[config.mk]
export PLATFORM = sky130hd
export DESIGN_NAME = staged_trigger_capture
export DESIGN_NICKNAME = d
export VERILOG_FILES = /design/src/sv/stc_pkg.sv /design/src/sv/stc_front.sv /design/src/sv/stc_modseq.sv /design/src/sv/stc_back.sv /design/src/sv/staged_trigger_capture.sv
export SDC_FILE = /design/constraint.sdc
export NUM_CORES = 1
export LEC_CHECK = 0
export ABC_AREA = 1
export BUFFER_PORTS_ARGS = -buffer_cell sky130_fd_sc_hd__buf_2
export CAP_MARGIN = 5
export CELL_PAD_IN_SITES_DETAIL_PLACEMENT = 1
export CELL_PAD_IN_SITES_GLOBAL_PLACEMENT = 2
export CORE_MARGIN = 2
export CORE_UTILIZATION = 39
export DETAILED_ROUTE_END_ITERATION = 6
export HOLD_SLACK_MARGIN = 0.12
export PLACE_DENSITY = 0.93
export SETUP_SLACK_MARGIN = 0.02
export SLEW_MARGIN = 20
export SYNTH_ARGS = -nofsm -noshare
export SYNTH_HDL_FRONTEND = slang
export SYNTH_SLANG_ARGS = --single-unit
[constraint.sdc]
create_clock -name clk -period 12.6 [get_ports clk]
set_input_delay 1.26 -clock clk [delete_from_list [all_inputs] [get_ports clk]]
set_output_delay 1.26 -clock clk [all_outputs]
set_load 0.01 [all_outputs]
[src/sv/stc_pkg.sv]
`default_nettype none
package stc_pkg;

  localparam int SAMPLE_W  = 8;
  localparam int ADDR_W    = 12;
  localparam int LEN_W     = 13;
  localparam int DELAY_W   = 16;
  localparam int TIDX_W    = 14;
  localparam int PART_W    = 24;
  localparam int STAGE_W   = 32;
  localparam int CFG_IDX_W = 3;
  localparam int CFG_W     = 32;

  localparam logic [LEN_W-1:0] MAX_WORDS = 13'd4096;
  localparam logic [LEN_W-1:0] MIN_WORDS = 13'd2;

  // configuration register indexes (stage words use indexes below CFG_LAST)
  localparam logic [CFG_IDX_W-1:0] CFG_LAST   = 3'd4;
  localparam logic [CFG_IDX_W-1:0] CFG_BUFLEN = 3'd5;
  localparam logic [CFG_IDX_W-1:0] CFG_PRE    = 3'd6;

  localparam int QDEPTH   = 4;
  localparam int QPTR_W   = 2;
  localparam int QCNT_W   = 3;

  localparam int MOD_LANES = 3;
  localparam int LANE_WR   = 0;
  localparam int LANE_STOP = 1;
  localparam int LANE_PRE  = 2;

  typedef struct packed {
    logic                start;
    logic [SAMPLE_W-1:0] sample;
  } stc_item_t;

  // first field sits in the highest bits
  typedef struct packed {
    logic              pad;
    logic              triggered;
    logic              armed;
    logic              wrapped;
    logic [TIDX_W-1:0] trigger_index;
    logic              done_res;
    logic [31:0]       write_word;
    logic [ADDR_W-1:0] write_addr;
    logic              mem_write;
  } stc_result_t;

  typedef struct packed {
    logic busy;
    logic done;
  } stc_mod_stat_t;

endpackage
`default_nettype wire

[src/sv/stc_front.sv]
`default_nettype none
module stc_front import stc_pkg::*; (
  input  wire logic                clk,
  input  wire logic                rst_n,
  input  wire logic                in_tvalid,
  output logic                     in_tready,
  input  wire logic [SAMPLE_W-1:0] in_tdata,
  input  wire logic                in_tuser,
  output logic                     item_valid_o,
  output stc_item_t                item_o,
  input  wire logic                item_pop_i
);

  stc_item_t           q_r [QDEPTH];
  logic [QPTR_W-1:0]   wptr_r, wptr_nxt;
  logic [QPTR_W-1:0]   rptr_r, rptr_nxt;
  logic [QCNT_W-1:0]   cnt_r, cnt_nxt;
  logic                push;
  stc_item_t           entry;

  assign in_tready    = (cnt_r != QCNT_W'(QDEPTH));
  assign push         = in_tvalid && in_tready;
  assign item_valid_o = (cnt_r != '0);
  assign item_o       = q_r[rptr_r];

  // a start request carries no sample
  always_comb begin
    entry.start  = in_tuser;
    entry.sample = in_tuser ? '0 : in_tdata;
  end

  always_comb begin
    wptr_nxt = push ? wptr_r + 1'b1 : wptr_r;
    rptr_nxt = item_pop_i ? rptr_r + 1'b1 : rptr_r;
    cnt_nxt  = cnt_r + QCNT_W'(push) - QCNT_W'(item_pop_i);
  end

  always_ff @(posedge clk) begin
    if (!rst_n) begin
      wptr_r <= '0;
      rptr_r <= '0;
      cnt_r  <= '0;
    end else begin
      wptr_r <= wptr_nxt;
      rptr_r <= rptr_nxt;
      cnt_r  <= cnt_nxt;
    end
  end

  always_ff @(posedge clk) begin
    if (push) begin
      q_r[wptr_r] <= entry;
    end
  end

endmodule
`default_nettype wire

[src/sv/stc_modseq.sv]
`default_nettype none
module stc_modseq import stc_pkg::*; (
  input  wire logic              clk,
  input  wire logic              rst_n,
  input  wire logic              start_i,
  input  wire logic [LEN_W-1:0]  len_i,
  input  wire logic [ADDR_W-1:0] dividend_i [MOD_LANES],
  output logic [ADDR_W-1:0]      rem_o [MOD_LANES],
  output stc_mod_stat_t          stat_o
);

  localparam int CNT_W = $clog2(ADDR_W + 1);

  logic              start_r;
  logic              busy_r, busy_nxt;
  logic              done_r, done_nxt;
  logic [CNT_W-1:0]  cnt_r, cnt_nxt;
  logic [ADDR_W-1:0] rem_r [MOD_LANES];
  logic [ADDR_W-1:0] rem_nxt [MOD_LANES];
  logic [ADDR_W-1:0] sh_r [MOD_LANES];
  logic [ADDR_W-1:0] sh_nxt [MOD_LANES];
  logic [LEN_W-1:0]  trial [MOD_LANES];

  assign stat_o.busy = start_r || busy_r || done_r;
  assign stat_o.done = done_r;

  // restoring reduction, one dividend bit per cycle in each lane
  always_comb begin
    busy_nxt = busy_r;
    done_nxt = 1'b0;
    cnt_nxt  = cnt_r;
    for (int i = 0; i < MOD_LANES; i++) begin
      trial[i]   = {rem_r[i], sh_r[i][ADDR_W-1]};
      rem_nxt[i] = rem_r[i];
      sh_nxt[i]  = sh_r[i];
      if (start_r) begin
        rem_nxt[i] = '0;
        sh_nxt[i]  = dividend_i[i];
      end else if (busy_r) begin
        rem_nxt[i] = (trial[i] >= len_i) ? ADDR_W'(trial[i] - len_i) : ADDR_W'(trial[i]);
        sh_nxt[i]  = {sh_r[i][ADDR_W-2:0], 1'b0};
      end
    end
    if (start_r) begin
      busy_nxt = 1'b1;
      cnt_nxt  = CNT_W'(ADDR_W);
    end else if (busy_r) begin
      cnt_nxt = cnt_r - 1'b1;
      if (cnt_r == CNT_W'(1)) begin
        busy_nxt = 1'b0;
        done_nxt = 1'b1;
      end
    end
  end

  always_ff @(posedge clk) begin
    if (!rst_n) begin
      start_r <= 1'b0;
      busy_r  <= 1'b0;
      done_r  <= 1'b0;
      cnt_r   <= '0;
    end else begin
      start_r <= start_i;
      busy_r  <= busy_nxt;
      done_r  <= done_nxt;
      cnt_r   <= cnt_nxt;
    end
  end

  always_ff @(posedge clk) begin
    for (int i = 0; i < MOD_LANES; i++) begin
      rem_r[i] <= rem_nxt[i];
      sh_r[i]  <= sh_nxt[i];
    end
  end

  assign rem_o = rem_r;

endmodule
`default_nettype wire

[src/sv/stc_back.sv]
`default_nettype none
module stc_back import stc_pkg::*; #(
  parameter int STAGES = 4
) (
  input  wire logic                             clk,
  input  wire logic                             rst_n,
  input  wire logic                             item_valid_i,
  input  wire stc_item_t                        item_i,
  output logic                                  item_pop_o,
  input  wire logic [STAGES-1:0][STAGE_W-1:0]   stage_words_i,
  input  wire logic [1:0]                       last_stage_i,
  input  wire logic [LEN_W-1:0]                 len_i,
  input  wire logic [ADDR_W-1:0]                pre_i,
  input  wire logic                             cfg_fire_i,
  input  wire stc_mod_stat_t                    mod_stat_i,
  input  wire logic [ADDR_W-1:0]                mod_rem_i [MOD_LANES],
  output logic [ADDR_W-1:0]                     wr_addr_o,
  output logic [ADDR_W-1:0]                     stop_addr_o,
  output logic                                  out_tvalid,
  input  wire logic                             out_tready,
  output stc_result_t                           out_result_o
);

  localparam int SIW = (STAGES > 1) ? $clog2(STAGES) : 1;

  localparam logic [2:0] PH_IDLE      = 3'd0;
  localparam logic [2:0] PH_FILL      = 3'd1;
  localparam logic [2:0] PH_LOOK      = 3'd2;
  localparam logic [2:0] PH_WAIT      = 3'd3;
  localparam logic [2:0] PH_AFTER     = 3'd4;
  localparam logic [2:0] PH_FREE      = 3'd5;
  localparam logic [2:0] PH_DONE_TRIG = 3'd6;
  localparam logic [2:0] PH_DONE_FREE = 3'd7;

  logic [2:0]         phase_r, phase_nxt;
  logic [ADDR_W-1:0]  wr_r, wr_nxt;
  logic [ADDR_W-1:0]  wr_mod_r, wr_mod_nxt;
  logic [PART_W-1:0]  part_r, part_nxt;
  logic [1:0]         slot_r, slot_nxt;
  logic [1:0]         sidx_r, sidx_nxt;
  logic [DELAY_W-1:0] dly_r, dly_nxt;
  logic [ADDR_W-1:0]  stop_r, stop_nxt;
  logic [ADDR_W-1:0]  stop_mod_r, stop_mod_nxt;
  logic [ADDR_W-1:0]  pre_mod_r, pre_mod_nxt;
  logic               wrap_r, wrap_nxt;
  logic               out_valid_r;
  stc_result_t        out_data_r;

  logic               blocked;
  logic               pop;
  logic               res_v;
  stc_result_t        res;
  logic               fire;
  logic [1:0]         fin;
  logic [ADDR_W-1:0]  arm;
  logic [STAGE_W-1:0] sw;
  logic [TIDX_W-1:0]  stop_sum;
  logic [TIDX_W-1:0]  tsum;
  logic [ADDR_W-1:0]  stop_calc;
  logic [ADDR_W-1:0]  tpos;
  logic [LEN_W-1:0]   wr_inc;
  logic               done_ph;

  assign blocked    = cfg_fire_i || mod_stat_i.busy;
  assign pop        = item_valid_i && !blocked && (!out_valid_r || out_tready);
  assign item_pop_o = pop;
  assign wr_addr_o  = wr_r;
  assign stop_addr_o = stop_r;
  assign out_tvalid   = out_valid_r;
  assign out_result_o = out_data_r;

  always_comb begin
    fin = (last_stage_i > 2'(STAGES - 1)) ? 2'(STAGES - 1) : last_stage_i;
    arm = (pre_i < ADDR_W'(len_i - 1'b1)) ? pre_i : ADDR_W'(len_i - 1'b1);
    sw  = stage_words_i[sidx_r[SIW-1:0]];
    // stop = (wr mod len - pre mod len) mod len, both already reduced
    stop_sum  = TIDX_W'(len_i) - TIDX_W'(pre_mod_r) + TIDX_W'(wr_mod_r);
    stop_calc = (stop_sum >= TIDX_W'(len_i)) ? ADDR_W'(stop_sum - TIDX_W'(len_i))
                                             : ADDR_W'(stop_sum);
  end

  always_comb begin
    phase_nxt    = phase_r;
    wr_nxt       = wr_r;
    wr_mod_nxt   = wr_mod_r;
    part_nxt     = part_r;
    slot_nxt     = slot_r;
    sidx_nxt     = sidx_r;
    dly_nxt      = dly_r;
    stop_nxt     = stop_r;
    stop_mod_nxt = stop_mod_r;
    pre_mod_nxt  = pre_mod_r;
    wrap_nxt     = wrap_r;
    res          = '0;
    res_v        = 1'b0;
    fire         = 1'b0;
    wr_inc       = LEN_W'(wr_r) + 1'b1;
    tsum         = '0;
    tpos         = '0;
    done_ph      = 1'b0;

    if (mod_stat_i.done) begin
      wr_mod_nxt   = mod_rem_i[LANE_WR];
      stop_mod_nxt = mod_rem_i[LANE_STOP];
      pre_mod_nxt  = mod_rem_i[LANE_PRE];
    end

    if (pop) begin
      if (item_i.start) begin
        wr_nxt     = '0;
        wr_mod_nxt = '0;
        part_nxt   = '0;
        slot_nxt   = '0;
        sidx_nxt   = '0;
        dly_nxt    = '0;
        wrap_nxt   = 1'b0;
        if (stage_words_i[0][7:0] == '0) begin
          phase_nxt    = PH_FREE;
          stop_nxt     = ADDR_W'(len_i - 1'b1);
          stop_mod_nxt = ADDR_W'(len_i - 1'b1);
        end else begin
          phase_nxt    = PH_FILL;
          stop_nxt     = '0;
          stop_mod_nxt = '0;
        end
      end else if (phase_r != PH_IDLE) begin
        res_v = 1'b1;
        if (phase_r != PH_DONE_TRIG && phase_r != PH_DONE_FREE) begin
          if (phase_r == PH_FILL && wr_r >= arm) begin
            phase_nxt = PH_LOOK;
          end
          if (phase_nxt == PH_LOOK) begin
            if ((item_i.sample & sw[7:0]) == sw[15:8]) begin
              if (sw[31:16] == '0) begin
                fire = 1'b1;
              end else begin
                dly_nxt   = sw[31:16];
                phase_nxt = PH_WAIT;
              end
            end
          end else if (phase_nxt == PH_WAIT) begin
            dly_nxt = dly_r - 1'b1;
            fire    = (dly_nxt == '0);
          end
          if (fire) begin
            if (sidx_r >= fin) begin
              stop_nxt     = stop_calc;
              stop_mod_nxt = stop_calc;
              phase_nxt    = PH_AFTER;
            end else begin
              sidx_nxt  = sidx_r + 1'b1;
              phase_nxt = PH_LOOK;
            end
          end

          if (slot_r != 2'd3) begin
            part_nxt = {part_r[PART_W-SAMPLE_W-1:0], item_i.sample};
            slot_nxt = slot_r + 1'b1;
          end else begin
            res.mem_write  = 1'b1;
            res.write_addr = wr_r;
            res.write_word = {part_r, item_i.sample};
            if (wr_inc >= len_i) begin
              wr_nxt   = '0;
              wrap_nxt = 1'b1;
            end else begin
              wr_nxt = ADDR_W'(wr_inc);
            end
            wr_mod_nxt = wr_nxt;
            part_nxt   = '0;
            slot_nxt   = '0;
            if (wr_nxt == stop_nxt) begin
              if (phase_nxt == PH_AFTER) begin
                phase_nxt = PH_DONE_TRIG;
              end else if (phase_nxt == PH_FREE) begin
                phase_nxt = PH_DONE_FREE;
              end
            end
          end
        end

        done_ph = (phase_nxt == PH_DONE_TRIG) || (phase_nxt == PH_DONE_FREE);
        if (done_ph) begin
          tsum = TIDX_W'(stop_mod_nxt) + TIDX_W'(pre_mod_r);
          tpos = (tsum >= TIDX_W'(len_i)) ? ADDR_W'(tsum - TIDX_W'(len_i)) : ADDR_W'(tsum);
          res.trigger_index = {tpos, 2'b11};
        end
        res.done_res  = done_ph;
        res.wrapped   = wrap_nxt;
        res.armed     = (phase_nxt == PH_LOOK) || (phase_nxt == PH_WAIT);
        res.triggered = (phase_nxt == PH_AFTER) || (phase_nxt == PH_DONE_TRIG);
      end
    end
  end

  always_ff @(posedge clk) begin
    if (!rst_n) begin
      phase_r     <= PH_IDLE;
      wr_r        <= '0;
      wr_mod_r    <= '0;
      part_r      <= '0;
      slot_r      <= '0;
      sidx_r      <= '0;
      dly_r       <= '0;
      stop_r      <= '0;
      stop_mod_r  <= '0;
      pre_mod_r   <= '0;
      wrap_r      <= 1'b0;
      out_valid_r <= 1'b0;
    end else begin
      phase_r    <= phase_nxt;
      wr_r       <= wr_nxt;
      wr_mod_r   <= wr_mod_nxt;
      part_r     <= part_nxt;
      slot_r     <= slot_nxt;
      sidx_r     <= sidx_nxt;
      dly_r      <= dly_nxt;
      stop_r     <= stop_nxt;
      stop_mod_r <= stop_mod_nxt;
      pre_mod_r  <= pre_mod_nxt;
      wrap_r     <= wrap_nxt;
      if (pop && res_v) begin
        out_valid_r <= 1'b1;
      end else if (out_tready) begin
        out_valid_r <= 1'b0;
      end
    end
  end

  always_ff @(posedge clk) begin
    if (pop && res_v) begin
      out_data_r <= res;
    end
  end

  // no request is taken while the address reduction is running
  a_no_pop_busy: assert property (@(posedge clk) disable iff (!rst_n)
    mod_stat_i.busy |-> !pop)
    else $error("request taken during address reduction");

  // reduced addresses stay below the buffer length once settled
  a_mod_range: assert property (@(posedge clk) disable iff (!rst_n)
    (!mod_stat_i.busy && !cfg_fire_i && !$past(cfg_fire_i)) |->
      (wr_mod_r < len_i) && (pre_mod_r < len_i) && (stop_mod_r < len_i))
    else $error("reduced address out of range");

  // a finished capture leaves the write address alone until restarted
  a_done_hold: assert property (@(posedge clk) disable iff (!rst_n)
    ((phase_r == PH_DONE_TRIG || phase_r == PH_DONE_FREE) && !(pop && item_i.start))
      |=> $stable(wr_r))
    else $error("write address moved after capture finished");

  // a word write only happens on the fourth sample of a word
  a_write_slot: assert property (@(posedge clk) disable iff (!rst_n)
    (pop && res_v && res.mem_write) |=> $past(slot_r) == 2'd3 && slot_r == 2'd0)
    else $error("word written out of slot order");

endmodule
`default_nettype wire

[src/sv/staged_trigger_capture.sv]
// Requests are queued at the input; results are registered at the output.
// Throughput: one request per cycle, set by the single-cycle capture engine,
// while the output is not stalled. Each configuration write holds the engine
// while a bit-serial unit reduces the addresses modulo the buffer length.
// Reset: synchronous, active low; clears capture state to idle and loads
// the register defaults. No clearing pass.
`default_nettype none
module staged_trigger_capture import stc_pkg::*; #(
  parameter int STAGES = 4
) (
  input  wire logic                 clk,
  input  wire logic                 rst_n,
  input  wire logic                 in_tvalid,
  output logic                      in_tready,
  input  wire logic [7:0]           in_tdata,   // sample
  input  wire logic                 in_tuser,   // kind
  output logic                      out_tvalid,
  input  wire logic                 out_tready,
  // mem_write, write_addr, write_word, done_res, trigger_index, wrapped,
  // armed, triggered, zero pad
  output logic [63:0]               out_tdata,
  input  wire logic                 cfg_valid,
  output logic                      cfg_ready,
  input  wire logic [CFG_IDX_W-1:0] cfg_index,
  input  wire logic [CFG_W-1:0]     cfg_data
);

  logic [STAGES-1:0][STAGE_W-1:0] stage_r;
  logic [1:0]                     last_r;
  logic [LEN_W-1:0]               buflen_r;
  logic [ADDR_W-1:0]              pre_r;
  logic [LEN_W-1:0]               len;
  logic                           cfg_fire;

  logic                           item_valid;
  stc_item_t                      item;
  logic                           item_pop;
  stc_mod_stat_t                  mod_stat;
  logic [ADDR_W-1:0]              mod_div [MOD_LANES];
  logic [ADDR_W-1:0]              mod_rem [MOD_LANES];
  logic [ADDR_W-1:0]              wr_addr;
  logic [ADDR_W-1:0]              stop_addr;
  stc_result_t                    result;

  assign cfg_ready = 1'b1;
  assign cfg_fire  = cfg_valid && cfg_ready;
  assign out_tdata = result;

  // clamp the buffer length into its legal range
  always_comb begin
    if (buflen_r > MAX_WORDS) begin
      len = MAX_WORDS;
    end else if (buflen_r < MIN_WORDS) begin
      len = MIN_WORDS;
    end else begin
      len = buflen_r;
    end
  end

  always_ff @(posedge clk) begin
    if (!rst_n) begin
      stage_r  <= '0;
      last_r   <= '0;
      buflen_r <= MAX_WORDS;
      pre_r    <= '0;
    end else if (cfg_fire) begin
      for (int i = 0; i < STAGES; i++) begin
        if (cfg_index == CFG_IDX_W'(i)) begin
          stage_r[i] <= cfg_data;
        end
      end
      case (cfg_index)
        CFG_LAST:   last_r   <= cfg_data[1:0];
        CFG_BUFLEN: buflen_r <= cfg_data[LEN_W-1:0];
        CFG_PRE:    pre_r    <= cfg_data[ADDR_W-1:0];
        default:    ;
      endcase
    end
  end

  assign mod_div[LANE_WR]   = wr_addr;
  assign mod_div[LANE_STOP] = stop_addr;
  assign mod_div[LANE_PRE]  = pre_r;

  stc_front u_front (
    .clk          (clk),
    .rst_n        (rst_n),
    .in_tvalid    (in_tvalid),
    .in_tready    (in_tready),
    .in_tdata     (in_tdata),
    .in_tuser     (in_tuser),
    .item_valid_o (item_valid),
    .item_o       (item),
    .item_pop_i   (item_pop)
  );

  stc_modseq u_modseq (
    .clk        (clk),
    .rst_n      (rst_n),
    .start_i    (cfg_fire),
    .len_i      (len),
    .dividend_i (mod_div),
    .rem_o      (mod_rem),
    .stat_o     (mod_stat)
  );

  stc_back #(
    .STAGES (STAGES)
  ) u_back (
    .clk           (clk),
    .rst_n         (rst_n),
    .item_valid_i  (item_valid),
    .item_i        (item),
    .item_pop_o    (item_pop),
    .stage_words_i (stage_r),
    .last_stage_i  (last_r),
    .len_i         (len),
    .pre_i         (pre_r),
    .cfg_fire_i    (cfg_fire),
    .mod_stat_i    (mod_stat),
    .mod_rem_i     (mod_rem),
    .wr_addr_o     (wr_addr),
    .stop_addr_o   (stop_addr),
    .out_tvalid    (out_tvalid),
    .out_tready    (out_tready),
    .out_result_o  (result)
  );

endmodule
`default_nettype wire

==> impl_metrics.py, run 1 <==
metrics = {
    "outcome": {
        "status": "complete, no violations",
    },
    "routing": {
        "wl_per_cell_um": 19.7,
        "drt-total-wl_um": 89500,
        "drc_violations_left": 0,
        "detail-route-antenna-nets": 0,
        "vias": 24300,
        "dr_vias_cell": 5.35,
        "drt_pass1_iterations": 5,
        "first_iter_violations": 1507,
    },
    "global_route": {
        "via_count_of_the_first_global_routing_pass": 24600,
        "grt_ovf": 0,
        "grt_util_all_layers": 0.257,
        "grt_max_degree": 109,
        "grt_pass1_wl_um": 141000,
        "grt_antenna_before_repair": 1,
    },
    "worst_setup_path": {
        "critical_path_class": "reg2reg",
        "max_stage_delay_ps": 670,
        "worstSetupEndpointType": "flip-flop",
        "critical_path_arrival_ps": 11820,
        "critical-path-slowest-cell": "sky130_fd_sc_hd__o21ai_1",
        "worstPathRequired_ps": 12960,
        "critPathTopFamily": "simple AND/OR/NAND/NOR gates",
        "cell_mode_on_critical_path": "sky130_fd_sc_hd__nand2_1",
        "crit_fanout": 22,
        "critical_path.startpoint_type": "flip-flop",
        "worstPathBufferInverterCount": 6,
    },
    "synthesis": {
        "synthSimpleGateAreaFrac": 0.235,
        "synth_compound_area_frac": 0.161,
        "async_reset_ff_frac": 0,
        "post_synth_inst_count": 3589,
        "post_synthesis_xor_xnor_area_fraction": 0.0288,
        "syn-cell-area_um2": 26200,
        "synth_nets": 3798,
        "synth_top_cell_by_area": "sky130_fd_sc_hd__dfxtp_1",
        "synth_top_area_share": 0.242,
        "synthDistinctLibCells": 55,
        "mapped_avg_cell_area_um2": 7.29,
        "synth-seq-cells": 449,
        "ys_top_cells_by_area": "sky130_fd_sc_hd__dfxtp_1 24%, sky130_fd_sc_hd__edfxtp_1 15%, sky130_fd_sc_hd__nand2_1 11%, sky130_fd_sc_hd__o21ai_0 6.9%, sky130_fd_sc_hd__ha_1 6.7%",
        "ys.flop_type": "sky130_fd_sc_hd__dfxtp_1",
        "yosys_warnings": 0,
        "synthAdderAreaFrac": 0.0820,
        "synth_seq_area_share": 0.395,
        "synth_top_family_by_area": "simple AND/OR/NAND/NOR gates",
        "post_synth_mux_area_share": 0,
        "number_of_flops_mapped_to_enable_cells_by_yosys": 133,
    },
    "power_and_ir_drop": {
        "power_leakage_nw": 13.2,
        "power_w": 0.00539,
        "power_density_nw_per_um2": 185,
        "ir_drop_v": 0.000126,
    },
    "sta": {
        "finalHoldViolCount": 0,
        "fmaxAchievable_mhz": 87.3,
        "finalSetupViolCount": 0,
        "period_share": 0.909,
        "final.setup_skew_ps": 18.7,
        "headroom_to_the_max_slew_limit": 0.290,
        "tightest_slew_ps": 1060,
        "final_max_slew_viol_count": 0,
        "setup_total_negative_slack_ps": 0,
        "period_needed_ps": 11460,
        "grt_setup_unrepaired": "false",
    },
    "floorplan": {
        "io-pin-count": 116,
        "core_area_um2": 66100,
        "fp-row-count": 94,
        "die-area_um2": 69100,
        "initial_core_util": 0.396,
        "chipWidth_um": 263,
        "die_y_um": 263,
    },
    "layout": {
        "layout.nets": 3836,
        "synthToLayoutAreaGrowth_pct": 11.5,
        "diodes": 0,
        "drive_gt1_frac": 0.0842,
        "finish.utilization": 0.441,
    },
    "clock_network": {
        "maximum_number_of_buffers_from_clock_root_to_sink": 3,
        "cts_hold_buffers": 0,
        "ctsHtreeMaxLevel": 2,
        "clockRootBuffer": "sky130_fd_sc_hd__clkbuf_16",
        "cts_tree": "built",
        "path_clk_slew_ps": 70,
        "clk_sink_count": 449,
        "cts-buffers-inserted": 52,
        "post_cts.repair.setup_buffers": 0,
        "clk-insertion-delay-late_ps": 610,
        "postCtsResizedCells": 0,
    },
    "placement": {
        "dp_hpwl_um": 64100,
        "place_congestion": 0.921,
        "numPortBuffers": 113,
    },
    "run": {
        "drv_cap": 0,
    },
    "hold_path": {
        "holdCritPathClass": "reg2reg",
    },
}
cell families after synthesis:
family                     Yosys count
other                                2
adders and majority gates          160
DFF                                449
xor gates and xnor gates            86
AOI/OAI and AO/OA                  773
and+or+nand+nor                   1477
buffers and inverters              642
metal layers:
layer | track usage | share of wire | wire (µm) | vias up
met3 | 0.0277 | 0.037 | 3350 | 148
met1 | 0.332 | 0.45 | 40300 | 11800
li1 | - | - | - | 11800
met4 | 0.0769 | 0.028 | 2530 | 0
met5 | 0 | 0 | 0 | -
met2 | 0.451 | 0.48 | 43300 | 444
power breakdown:
part | switching [W] | internal [W]
Clock | 0.000646 | 0.000971
Combinational | 0.00140 | 0.000657
Sequential | 0.0000857 | 0.00163
registers in the layout (all words and copies together) (netlist names), 3 cells and up, named ones only:
signal	count
pre_r	12
u_back.part_r	24
u_front.cnt_r	3
u_back.out_result_o	61
u_back.pre_mod_r	12
u_modseq.rem_o	36
u_back.stop_mod_r	12
stage_r	128
u_back.wr_mod_r	12
u_back.stop_addr_o	12
u_modseq.sh_r	36
buflen_r	13
u_modseq.cnt_r	4
u_back.wr_addr_o	12
u_back.dly_r	16
u_front.q_r	36
u_back.phase_r	3
worst register-to-register path: cells and delay by family (launching register included):
kind	cells	cell delay (ps)
flip-flops	1	330
AND/OR/NAND/NOR	29	4300
buffers and inverters	6	1080
XOR/XNOR	1	250
AO/OA/AOI/OAI	14	3380
adder cells (fa/ha/maj)	6	1890
synthesized netlist by cell type (18+ instances only):
| cell | count |
|---|---|
| sky130_fd_sc_hd__a211oi_1 | 42 |
| sky130_fd_sc_hd__a21oi_1 | 251 |
| sky130_fd_sc_hd__a31oi_1 | 31 |
| sky130_fd_sc_hd__clkbuf_1 | 119 |
| sky130_fd_sc_hd__dfxtp_1 | 316 |
| sky130_fd_sc_hd__edfxtp_1 | 133 |
| sky130_fd_sc_hd__fa_1 | 19 |
| sky130_fd_sc_hd__ha_1 | 141 |
| sky130_fd_sc_hd__inv_1 | 468 |
| sky130_fd_sc_hd__nand2_1 | 769 |
| sky130_fd_sc_hd__nand3_1 | 188 |
| sky130_fd_sc_hd__nand3b_1 | 18 |
| sky130_fd_sc_hd__nand4_1 | 21 |
| sky130_fd_sc_hd__nor2_1 | 388 |
| sky130_fd_sc_hd__nor3_1 | 24 |
| sky130_fd_sc_hd__o21ai_0 | 360 |
| sky130_fd_sc_hd__o22ai_1 | 41 |
| sky130_fd_sc_hd__or2_2 | 27 |
| sky130_fd_sc_hd__xnor2_1 | 30 |
| sky130_fd_sc_hd__xor2_1 | 56 |
placed cells by master, fill, tap and decap left out, drive strengths merged, types with 6 or more instances in the layout:
| cell type | n |
|---|---|
| nand2 | 782 |
| inv | 477 |
| nor2 | 401 |
| o21ai | 363 |
| dfxtp | 316 |
| a21oi | 251 |
| nand3 | 190 |
| buf | 147 |
| ha | 141 |
| edfxtp | 133 |
| clkbuf | 76 |
| xor2 | 56 |
| a211oi | 42 |
| o22ai | 41 |
| a31oi | 31 |
| xnor2 | 30 |
| or2 | 27 |
| nor3 | 24 |
| nand4 | 23 |
| fa | 19 |
| nand3b | 18 |
| clkinv | 16 |
| a221oi | 10 |
| o21bai | 9 |
| o211ai | 7 |
| nor4 | 6 |
| bufinv | 6 |
metrics by stage:
step,area (µm²),setup WS [ps],hold slack [ps],instances
final,29200,1140,448,4535
after global routing,29200,88.5,464,4535
after CTS,29100,440,451,4535
after detailed placement,27300,518,441,4437
after floorplan,26200,4140,424,3589
after global placement,27300,1050,434,4437
layout make-up:
| type | count | area [µm²] |
|---|---|---|
| Fill cell | 8321 | 36900 |
| Clock inverter | 22 | 289 |
| Multi-Input combinational cell | 2498 | 13300 |
| Inverter | 479 | 1800 |
| Timing Repair Buffer | 147 | 827 |
| Tap cell | 864 | 1080 |
| Clock buffer | 76 | 1540 |
| Sequential cell | 449 | 10300 |
path summary, 6_finish.rpt:
check / startpoint / endpoint / slack [ps] / cells after the start
max: buflen_r[6] / u_back.out_result_o[53] / 1140 / 56
min: stage_r[115] / stage_r[115] / 450 / 2
max reg2reg: buflen_r[6] / u_back.out_result_o[53] / 1140 / 56
min reg2reg: stage_r[115] / stage_r[115] / 450 / 2
Power figures use the tool's default switching activity.
==> run 2, diff against run 1 <==
Settings changed: PLACE_DENSITY 0.93 to default, PLACE_DENSITY_LB_ADDON from default to 0.1.
==> run 2 against run 1 <==
  * Hold slack barely moved
  * Global-route usage rose by 0.94 points
  * Sequential share of layout area barely moved
  * Total power barely moved
==> impl_metrics.py, run 2 (synthesis results as in run 1) <==
metrics = {
    "layout": {
        "fillers": 8284,
        "layout.nets": 3837,
        "layout_commonest_cell": "sky130_fd_sc_hd__nand2_1",
        "diodes": 0,
        "max_flop_register": "stage_r",
        "max_reg_flops": 128,
        "drive_gt1_frac": 0.0842,
        "synthToLayoutAreaGrowth_pct": 11.6,
        "layout.cells.most_common_list": "768 x sky130_fd_sc_hd__nand2_1, 466 x sky130_fd_sc_hd__inv_1, 386 x sky130_fd_sc_hd__nor2_1",
    },
    "sta": {
        "finalSetupViolCount": 0,
        "finalHoldViolCount": 0,
        "final_max_slew_viol_count": 0,
        "grt_setup_unrepaired": "false",
        "tightest_slew_ps": 1070,
        "final.setup_skew_ps": 51.8,
        "period_share": 0.897,
        "headroom_to_the_max_slew_limit": 0.289,
        "fmaxAchievable_mhz": 88.5,
        "period_needed_ps": 11300,
        "setup_total_negative_slack_ps": 0,
        "fin_hold_ws_ps": 448,
    },
    "clock_network": {
        "maximum_number_of_buffers_from_clock_root_to_sink": 3,
        "clockRootBuffer": "sky130_fd_sc_hd__clkbuf_16",
        "ctsHtreeMaxLevel": 2,
        "cts_hold_buffers": 0,
        "post_cts.repair.setup_buffers": 0,
        "postCtsResizedCells": 0,
        "cts_tree": "built",
        "cts-buffers-inserted": 52,
        "path_clk_slew_ps": 60,
        "clk-insertion-delay-late_ps": 630,
        "clk_sink_count": 449,
    },
    "worst_setup_path": {
        "regToRegSetupSlack_ps": 1300,
        "worst-path-stages": 53,
        "critical_path.startpoint": "buflen_r[2]",
        "critical-path-slowest-cell": "sky130_fd_sc_hd__a21oi_1",
        "critPathTopFamily": "simple AND/OR/NAND/NOR gates",
        "critical_path.startpoint_type": "flip-flop",
        "max_stage_delay_ps": 710,
        "worstPathBufferInverterCount": 7,
        "worstPathRequired_ps": 12930,
        "worst_r2r_startpoint": "buflen_r[2]",
        "critical_path_class": "reg2reg",
        "worst_r2r_path_depth": 53,
        "worstSetupEndpointType": "flip-flop",
        "cell_mode_on_critical_path": "sky130_fd_sc_hd__nand2_1",
        "critical_path_arrival_ps": 11630,
        "crit_fanout": 22,
    },
    "routing": {
        "dr_vias_cell": 5.37,
        "drt_pass1_iterations": 5,
        "drc_violations_left": 0,
        "first_iter_violations": 1269,
        "drt-total-wl_um": 93700,
        "detail-route-antenna-nets": 0,
        "vias": 24300,
        "wl_per_cell_um": 20.7,
    },
    "floorplan": {
        "initial_core_util": 0.396,
        "die_y_um": 263,
        "die-area_um2": 69100,
        "fp-row-count": 94,
        "chipWidth_um": 263,
        "core_area_um2": 66100,
        "io-pin-count": 116,
    },
    "global_route": {
        "grt_ovf": 0,
        "grt_max_degree": 110,
        "grt_pass1_wl_um": 145000,
        "grt_antenna_before_repair": 4,
        "grt_util_all_layers": 0.266,
        "via_count_of_the_first_global_routing_pass": 25300,
    },
    "power_and_ir_drop": {
        "power_density_nw_per_um2": 185,
        "power_leakage_nw": 13.2,
        "ir_drop_v": 0.000121,
        "power_w": 0.00539,
    },
    "run": {
        "drv_cap": 0,
    },
    "hold_path": {
        "count_of_cells_along_the_worst_hold_path": 2,
        "min-delay-start": "stage_r[111]",
        "holdCritPathClass": "reg2reg",
    },
    "placement": {
        "numPortBuffers": 113,
        "dp_hpwl_um": 67600,
        "place_congestion": 0.892,
    },
    "outcome": {
        "status": "complete, no violations",
    },
}
-- run 2: cell types whose count changed in the layout (fill, tap and decap cells not counted), moves of 2 or more --
cell and change:
sky130_fd_sc_hd__nand2_2 -2, sky130_fd_sc_hd__clkbuf_16 -3, sky130_fd_sc_hd__clkinv_16 +2, sky130_fd_sc_hd__clkbuf_8 +3
sky130_fd_sc_hd__nand2_1 +2, sky130_fd_sc_hd__buf_4 +2
-- run 2: cell type report --
| type | instances | area [µm²] | area share |
|---|---|---|---|
| clock buffers | 75 | 1500 | 0.0513 |
| clock inverters | 23 | 358 | 0.0123 |
| inverters | 479 | 1800 | 0.0617 |
| multi-input cells | 2498 | 13300 | 0.455 |
| flip-flops and latches | 449 | 10300 | 0.354 |
| well taps | 864 | 1080 | 0.0370 |
| repair buffers | 148 | 831 | 0.0285 |
-- run 2: where the power goes --
group	leakage, nW	total [W]	internal (W)	switching, W
Clock	0.902	0.00164	0.000975	0.000662
Sequential	3.91	0.00172	0.00163	0.0000907
Combinational	8.37	0.00203	0.000654	0.00138
Total	13.2	0.00539	0.00326	0.00213
-- run 2: final timing paths --
kind | end
hold reg to reg | stage_r[111]
setup reg to reg | u_back.out_result_o[53]
hold / removal | stage_r[111]
setup / recovery | u_back.out_result_o[53]
-- run 2: metrics by stage --
stage / util / setup WS, ps / instances / cell area [µm²]
after global placement: 0.413 / 1720 / 4438 / 27300
after detailed placement: 0.413 / 1230 / 4438 / 27300
after CTS: 0.441 / 1140 / 4536 / 29200
after floorplan: - / 4140 / 3589 / 26200
final: 0.442 / 1300 / 4536 / 29200
after global routing: 0.442 / 168 / 4536 / 29200
-- run 2: per-layer routing --
metal | routed length [µm] | GRT usage | vias up | part of all wire
met3 | 2760 | 0.0294 | 134 | 0.029
met4 | 3160 | 0.0910 | 8 | 0.034
met5 | 47 | 0 | - | 0.00050
met1 | 39800 | 0.315 | 12000 | 0.42
li1 | - | - | 11800 | -
met2 | 47900 | 0.497 | 350 | 0.51
-- run 2: tightest hold or removal path, stage by stage, from the launching register on --
cell,delay (ps)
sky130_fd_sc_hd__dfxtp_1,310
sky130_fd_sc_hd__inv_1,50
sky130_fd_sc_hd__a21oi_1,50
